File: config.mk
export PLATFORM = sky130hd
export DESIGN_NAME = fixed_to_packed_bcd_top
export DESIGN_NICKNAME = d
export VERILOG_FILES = /design/src/sv/fpbcd_pkg.sv /design/src/sv/fpbcd_ctrl.sv /design/src/sv/fpbcd_dp.sv /design/src/sv/fixed_to_packed_bcd_top.sv
export SDC_FILE = /design/constraint.sdc
export NUM_CORES = 1
export LEC_CHECK = 0
export ABC_AREA = 1
export BUFFER_PORTS_ARGS = -buffer_cell sky130_fd_sc_hd__buf_2
export CORE_UTILIZATION = 60
export CTS_CLUSTER_DIAMETER = 150
export CTS_CLUSTER_SIZE = 25
export DETAILED_ROUTE_END_ITERATION = 8
export PLACE_DENSITY = 0.81
export SYNTH_ARGS = -nofsm -noshare
export SYNTH_HDL_FRONTEND = slang
export SYNTH_SLANG_ARGS = --single-unit
File: constraint.sdc
create_clock -name clk_i -period 4.3 [get_ports clk_i]
set_clock_uncertainty 0.1 [all_clocks]
set_input_delay 0 -clock clk_i [delete_from_list [all_inputs] [get_ports clk_i]]
set_output_delay 0 -clock clk_i [all_outputs]
set_load 0.03 [all_outputs]
File: src/sv/fpbcd_pkg.sv
package fpbcd_pkg;

  localparam int unsigned VALUE_W      = 64;
  localparam int unsigned DIGIT_W      = 4;
  localparam int unsigned BYTE_W       = 8;
  localparam int unsigned OUT_BYTES    = 5;
  localparam int unsigned BYTE_COUNT_W = 3;

  typedef struct packed {
    logic load;
    logic dabble;
    logic emit;
    logic emit_last;
    logic frac;
  } ctrl_cmd_t;

endpackage

File: src/sv/fpbcd_ctrl.sv
module fpbcd_ctrl #(
  parameter int unsigned INT_BITS   = 32,
  parameter int unsigned INT_DIGITS = 10,
  parameter int unsigned FRAC_DIGS  = 9
) (
  input  logic                  clk_i,
  input  logic                  rst_ni,
  input  logic                  start_i,
  output logic                  busy_o,
  output logic                  valid_o,
  output fpbcd_pkg::ctrl_cmd_t  cmd_o
);
  import fpbcd_pkg::*;

  localparam int unsigned MAX_A = (INT_BITS > INT_DIGITS) ? INT_BITS : INT_DIGITS;
  localparam int unsigned MAX_S = (MAX_A > FRAC_DIGS) ? MAX_A : FRAC_DIGS;
  localparam int unsigned SW    = (MAX_S > 1) ? $clog2(MAX_S) : 1;

  typedef enum logic [1:0] {
    ST_IDLE,
    ST_DABBLE,
    ST_EMIT,
    ST_FRAC
  } state_e;

  state_e          state_q;
  logic [SW-1:0]   step_q;
  logic            busy_q;
  logic            valid_q;
  logic            dabble_last;
  logic            emit_last;
  logic            frac_last;

  assign dabble_last = (step_q == SW'(INT_BITS - 1));
  assign emit_last   = (step_q == SW'(INT_DIGITS - 1));
  assign frac_last   = (step_q == SW'(FRAC_DIGS - 1));

  always_comb begin
    cmd_o           = '0;
    cmd_o.load      = (state_q == ST_IDLE) && start_i;
    cmd_o.dabble    = (state_q == ST_DABBLE);
    cmd_o.emit      = (state_q == ST_EMIT);
    cmd_o.emit_last = emit_last;
    cmd_o.frac      = (state_q == ST_FRAC);
  end

  always_ff @(posedge clk_i or negedge rst_ni) begin
    if (!rst_ni) begin
      state_q <= ST_IDLE;
      step_q  <= '0;
      busy_q  <= 1'b0;
      valid_q <= 1'b0;
    end else begin
      valid_q <= 1'b0;
      unique case (state_q)
        ST_IDLE: begin
          if (start_i) begin
            state_q <= ST_DABBLE;
            step_q  <= '0;
            busy_q  <= 1'b1;
          end
        end
        ST_DABBLE: begin
          if (dabble_last) begin
            state_q <= ST_EMIT;
            step_q  <= '0;
          end else begin
            step_q <= step_q + 1'b1;
          end
        end
        ST_EMIT: begin
          if (emit_last) begin
            state_q <= ST_FRAC;
            step_q  <= '0;
          end else begin
            step_q <= step_q + 1'b1;
          end
        end
        ST_FRAC: begin
          if (frac_last) begin
            state_q <= ST_IDLE;
            step_q  <= '0;
            busy_q  <= 1'b0;
            valid_q <= 1'b1;
          end else begin
            step_q <= step_q + 1'b1;
          end
        end
        default: begin
          state_q <= ST_IDLE;
        end
      endcase
    end
  end

  assign busy_o  = busy_q;
  assign valid_o = valid_q;

endmodule

File: src/sv/fpbcd_dp.sv
module fpbcd_dp #(
  parameter int unsigned TOTAL_DIGITS  = 10,
  parameter int unsigned FRACTION_BITS = 32,
  parameter int unsigned INT_BITS      = 32,
  parameter int unsigned INT_DIGITS    = 10
) (
  input  logic                                               clk_i,
  input  logic                                               rst_ni,
  input  fpbcd_pkg::ctrl_cmd_t                               cmd_i,
  input  logic signed [fpbcd_pkg::VALUE_W-1:0]               value_i,
  output logic [fpbcd_pkg::OUT_BYTES-1:0][fpbcd_pkg::BYTE_W-1:0] bytes_o,
  output logic [fpbcd_pkg::BYTE_COUNT_W-1:0]                 byte_count_o
);
  import fpbcd_pkg::*;

  localparam int unsigned KEEP_D = (TOTAL_DIGITS < 2 * OUT_BYTES) ? TOTAL_DIGITS
                                                                  : 2 * OUT_BYTES;
  localparam int unsigned KIW    = $clog2(KEEP_D);
  localparam int unsigned CW     = $clog2(TOTAL_DIGITS + 1);
  localparam int unsigned BCD_W  = INT_DIGITS * DIGIT_W;

  logic [VALUE_W-1:0]       mag;
  logic [INT_BITS-1:0]      bin_q, bin_d;
  logic [BCD_W-1:0]         bcd_q, bcd_d, bcd_adj;
  logic [FRACTION_BITS-1:0] frac_q, frac_d;
  logic [FRACTION_BITS+3:0] frac_x10;
  logic [DIGIT_W-1:0]       dig_q [KEEP_D];
  logic [CW-1:0]            kept_q;
  logic                     started_q;
  logic                     started_d;
  logic [DIGIT_W-1:0]       top_digit;
  logic                     put;
  logic [DIGIT_W-1:0]       put_digit;
  logic [CW:0]              kept_p1;
  logic [CW:0]              half;

  assign mag = value_i[VALUE_W-1] ? (~value_i + 1'b1) : value_i;

  // add three to every digit of five or more, then shift
  always_comb begin
    for (int i = 0; i < INT_DIGITS; i++) begin
      if (bcd_q[i*DIGIT_W +: DIGIT_W] >= DIGIT_W'(5)) begin
        bcd_adj[i*DIGIT_W +: DIGIT_W] = bcd_q[i*DIGIT_W +: DIGIT_W] + DIGIT_W'(3);
      end else begin
        bcd_adj[i*DIGIT_W +: DIGIT_W] = bcd_q[i*DIGIT_W +: DIGIT_W];
      end
    end
  end

  assign top_digit = bcd_q[BCD_W-1 -: DIGIT_W];
  assign frac_x10  = ({4'b0, frac_q} << 3) + ({4'b0, frac_q} << 1);

  always_comb begin
    bin_d     = bin_q;
    bcd_d     = bcd_q;
    frac_d    = frac_q;
    started_d = started_q;
    put       = 1'b0;
    put_digit = top_digit;
    if (cmd_i.dabble) begin
      bcd_d = {bcd_adj[BCD_W-2:0], bin_q[INT_BITS-1]};
      bin_d = bin_q << 1;
    end else if (cmd_i.emit) begin
      bcd_d = bcd_q << DIGIT_W;
      // skip leading zeros but always keep the units digit
      if (started_q || (top_digit != '0) || cmd_i.emit_last) begin
        put       = 1'b1;
        started_d = 1'b1;
      end
    end else if (cmd_i.frac) begin
      frac_d    = frac_x10[FRACTION_BITS-1:0];
      put       = 1'b1;
      put_digit = frac_x10[FRACTION_BITS+3:FRACTION_BITS];
    end
  end

  always_ff @(posedge clk_i or negedge rst_ni) begin
    if (!rst_ni) begin
      kept_q    <= '0;
      started_q <= 1'b0;
    end else if (cmd_i.load) begin
      kept_q    <= '0;
      started_q <= 1'b0;
    end else begin
      started_q <= started_d;
      if (put && (kept_q < CW'(TOTAL_DIGITS))) begin
        kept_q <= kept_q + 1'b1;
      end
    end
  end

  always_ff @(posedge clk_i) begin
    if (cmd_i.load) begin
      bin_q  <= mag[VALUE_W-1:FRACTION_BITS];
      frac_q <= mag[FRACTION_BITS-1:0];
      bcd_q  <= '0;
      for (int i = 0; i < KEEP_D; i++) begin
        dig_q[i] <= '0;
      end
    end else begin
      bin_q  <= bin_d;
      bcd_q  <= bcd_d;
      frac_q <= frac_d;
      if (put && (kept_q < CW'(KEEP_D))) begin
        dig_q[kept_q[KIW-1:0]] <= put_digit;
      end
    end
  end

  for (genvar b = 0; b < OUT_BYTES; b++) begin : g_byte
    if (2 * b + 1 < KEEP_D) begin : g_full
      assign bytes_o[b] = {dig_q[2*b], dig_q[2*b+1]};
    end else if (2 * b < KEEP_D) begin : g_half
      assign bytes_o[b] = {dig_q[2*b], {DIGIT_W{1'b0}}};
    end else begin : g_none
      assign bytes_o[b] = '0;
    end
  end

  assign kept_p1 = {1'b0, kept_q} + 1'b1;
  assign half    = kept_p1 >> 1;
  assign byte_count_o = (half > (CW+1)'(OUT_BYTES)) ? BYTE_COUNT_W'(OUT_BYTES)
                                                    : BYTE_COUNT_W'(half);

endmodule

File: src/sv/fixed_to_packed_bcd_top.sv
// Converts one signed fixed-point number (FRACTION_BITS fraction bits) to packed BCD:
// the integer digits of its magnitude without leading zeros, then FRACTION_DIGITS
// truncated fraction digits, the first TOTAL_DIGITS packed two per byte, high nibble
// first. An item is taken when start is high and busy is low; busy then stays high
// through a double-dabble shift for each integer bit, an emit step for each integer
// digit position of the BCD register, and a multiply-by-ten step for each fraction digit.
// At the edge that ends the last of these busy drops and valid_o goes high, for exactly
// one cycle, with the result on the byte ports; it is not held, so the receiver must
// capture it then. A new start may be given in the same cycle that valid_o is high.
module fixed_to_packed_bcd_top #(
  parameter int unsigned TOTAL_DIGITS    = 10,
  parameter int unsigned FRACTION_DIGITS = 9,
  parameter int unsigned FRACTION_BITS   = 32
) (
  input  logic                                  clk_i,
  input  logic                                  rst_ni,
  input  logic                                  start,
  output logic                                  busy,
  input  logic signed [fpbcd_pkg::VALUE_W-1:0]  value_i,
  output logic                                  valid_o,
  output logic [fpbcd_pkg::BYTE_W-1:0]          bcd_byte_0_o,
  output logic [fpbcd_pkg::BYTE_W-1:0]          bcd_byte_1_o,
  output logic [fpbcd_pkg::BYTE_W-1:0]          bcd_byte_2_o,
  output logic [fpbcd_pkg::BYTE_W-1:0]          bcd_byte_3_o,
  output logic [fpbcd_pkg::BYTE_W-1:0]          bcd_byte_4_o,
  output logic [fpbcd_pkg::BYTE_COUNT_W-1:0]    byte_count_o
);
  import fpbcd_pkg::*;

  localparam int unsigned INT_BITS   = VALUE_W - FRACTION_BITS;
  localparam int unsigned INT_DIGITS = (INT_BITS * 30103) / 100000 + 1;

  ctrl_cmd_t                           cmd;
  logic [OUT_BYTES-1:0][BYTE_W-1:0]    bytes;

  fpbcd_ctrl #(
    .INT_BITS   (INT_BITS),
    .INT_DIGITS (INT_DIGITS),
    .FRAC_DIGS  (FRACTION_DIGITS)
  ) u_ctrl (
    .clk_i   (clk_i),
    .rst_ni  (rst_ni),
    .start_i (start),
    .busy_o  (busy),
    .valid_o (valid_o),
    .cmd_o   (cmd)
  );

  fpbcd_dp #(
    .TOTAL_DIGITS  (TOTAL_DIGITS),
    .FRACTION_BITS (FRACTION_BITS),
    .INT_BITS      (INT_BITS),
    .INT_DIGITS    (INT_DIGITS)
  ) u_dp (
    .clk_i        (clk_i),
    .rst_ni       (rst_ni),
    .cmd_i        (cmd),
    .value_i      (value_i),
    .bytes_o      (bytes),
    .byte_count_o (byte_count_o)
  );

  assign bcd_byte_0_o = bytes[0];
  assign bcd_byte_1_o = bytes[1];
  assign bcd_byte_2_o = bytes[2];
  assign bcd_byte_3_o = bytes[3];
  assign bcd_byte_4_o = bytes[4];

endmodule
==> results.json <==
{
  "run_status": "finished clean",
  "n_fill_cell": 1571,
  "syn_avg_cell_area_um2": 7.025,
  "cp-end-kind": "register",
  "hpwl_um": 22960,
  "cts_tree": "done",
  "rsz0062_at_grt": "false",
  "synth-seq-area-share": 0.3594,
  "startpoint_type": "register",
  "cts_root_buf": "clkbuf_16",
  "ys.flop_type": "edfxtp_1",
  "layout_commonest_cell": "nand2_1",
  "critPathArrivalTime_ns": 2.79,
  "clock_latency_ns": 0.44,
  "total_leakage_power_uw": 0.006201,
  "grt.overflow.total": 0,
  "finalNetCount": 1975,
  "first_global_vias": 11360,
  "rows": 51,
  "ctsHtreeMaxLevel": 4,
  "syn_to_final_growth_pct": 16.97,
  "core_um2": 19460,
  "dr.pass1.iters": 7,
  "viasPerCell": 5.644,
  "yosysWarnings": 0,
  "routed_wl_um": 32780,
  "yosys-top-cells-area": "edfxtp_1 26%, nand2_1 15%, dfxtp_1 6.7%",
  "final_util": 0.7148,
  "synth-edff-count": 104,
  "final-hold-violation-count": 0,
  "grt_pass1_wl_um": 53610,
  "final_cell_mix": "464 x nand2_1, 208 x nor2_1, 196 x inv_1",
  "final_max_slew_viol_count": 0,
  "grt_max_degree": 73,
  "port_buffers": 111,
  "drt-initial-drc-count": 1121,
  "vias": 11980,
  "setup_viol_count_final": 0,
  "syn_inst": 1693,
  "drive_above_1_share": 0.1163,
  "synthDistinctLibCells": 49,
  "synth_area_um2": 11890,
  "hold_path.class": "in2reg",
  "cts_sinks": 158,
  "fin_tns_setup_ns": 0,
  "cts-buffers-inserted": 17,
  "postSynth.asyncResetShare": 0.08861,
  "grtUsageTotal": 0.3324,
  "crit_type": "reg2reg",
  "ant_nets": 0,
  "cts_setup_buffers": 0,
  "antenna_cells": 0,
  "initial_utilization": 0.6111,
  "cp.required_ns": 4.33,
  "fin_crit_sh": 0.6414,
  "fin_area_um2": 13910,
  "wire_per_inst_um": 15.45,
  "power_density_nw_per_um2": 796.3,
  "synth_top_area_share": 0.2626,
  "dieArea_um2": 20390,
  "grt_antenna_before_repair": 0,
  "synth-seq-cells": 158,
  "relSlewSlack": 0.2808,
  "drv_cap": 0,
  "io_pins": 112,
  "synthesis.nets": 1824,
  "path_clk_slew_ns": 0.07,
  "multi_input_area_um2": 6695,
  "peakVddDrop_mv": 0.4945,
  "fmax_ghz": 0.3626,
  "crit_path_max_fanout": 33,
  "clock_path_buffers": 2,
  "finalCriticalPeriod_ns": 2.758,
  "worst_pin_slew_ns": 1.077,
  "die_h_um": 142.8,
  "regArea_um2": 4274,
  "dpl_cell_area_um2": 12670,
  "gp_congestion": 0.9685,
  "yosys.area.top_type": "edfxtp_1",
  "die_w_um": 142.8,
  "route.detailed.drc": 0
}
[stage by stage]
step	worst slack (ns)	total power (uW)	hold slack, ns	cells
finish	1.542	11080	0.04831	2122
global route	1.398	12010	0.07200	2122
CTS	1.593	11010	0.007998	2122
detailed placement	1.616	9207	-0.1746	2031
global placement	1.775	9062	-0.1834	2031
floorplan	1.021	7725	-0.3956	1693
[repair_timing]
action	4_1_cts	5_1_grt
gates resized for setup	0	0
endpoints found under the hold margin	72	0
hold buffers	59	0
[flip-flops by register name, summed over array words and instances (netlist names)]
signal / count
u_dp.bcd_q: 40
u_dp.bin_q: 32
u_ctrl.state_q: 2
u_dp.started_q: 1
u_ctrl.step_q: 5
u_dp.dig_q: 40
u_ctrl.valid_o: 1
u_ctrl.busy_o: 1
u_dp.kept_q: 4
u_dp.frac_q: 32
[Yosys cell counts, types with 27 or more instances]
master    count
a221oi_1     27
a21oi_1     120
inv_1       196
edfxtp_1    104
dfxtp_1      40
nand3_1     101
nand2_1     465
ha_1         63
clkbuf_1     30
xor2_1       30
nor2_1      208
o21ai_0     104
[worst max-delay path, stage by stage (launching register included)]
cell,delay [ns]
dfrtp_1,0.41
inv_1,0.11
ha_1,0.25
nand2_2,0.13
clkinv_2,0.48
nor2_8,0.39
o21ai_0,0.25
nand2_2,0.18
nand2_1,0.14
[area by class of cell]
type	count	area share
sequential	158	0.3072
clock inverter	15	0.01592
inverter	203	0.05504
clock buffer	17	0.03058
multi-input combinational	1287	0.4812
tap	265	0.02383
timing repair buffer	177	0.08616
[report_power, final]
part	switching, uW	internal, uW	total [uW]
combinational	4220	2130	6340
clock	695	995	1690
sequential	427	2620	3040
[cells by family after synthesis]
family,count (synthesis),share of synthesized area
buffers and inverters,248,0.07890
flip-flops,158,0.3594
AND/OR/NAND/NOR,877,0.3171
XOR/XNOR,38,0.02798
AO/OA/AOI/OAI,307,0.1479
multiplexers,1,0.0008416
adder cells (fa/ha/maj),64,0.06796
[worst paths after layout]
check | startpoint | endpoint | slack [ns] | cells after the start
worst max-delay path | u_ctrl.state_q[0]$_DFFE_PN0P_ | u_dp.dig_q[5][3]$_SDFFCE_PN0P_ | 1.54 | 8
worst min-delay path | value_i[33] | u_dp.bin_q[1]$_DFFE_PP_ | 0.05 | 4
worst max register to register | u_ctrl.state_q[0]$_DFFE_PN0P_ | u_dp.dig_q[5][3]$_SDFFCE_PN0P_ | 1.54 | 8
worst min register to register | u_dp.bcd_q[3]$_SDFFE_PP0P_ | u_dp.bcd_q[3]$_SDFFE_PP0P_ | 0.39 | 2
max in group asynchronous | rst_ni | u_dp.kept_q[0]$_DFFE_PN0P_ | 3.10 | 3
min in group asynchronous | rst_ni | u_ctrl.valid_o$_DFF_PN0_ | 0.57 | 3
[routing by layer]
metal / share of wire / vias to the layer above / global-route usage
met5: 0 / - / 0
li1: - / 5917 / -
met4: 0.029 / 0 / 0.1370
met3: 0.066 / 86 / 0.05265
met2: 0.48 / 503 / 0.5655
met1: 0.42 / 5470 / 0.4202
No activity file was read; power rests on OpenSTA's default activity.
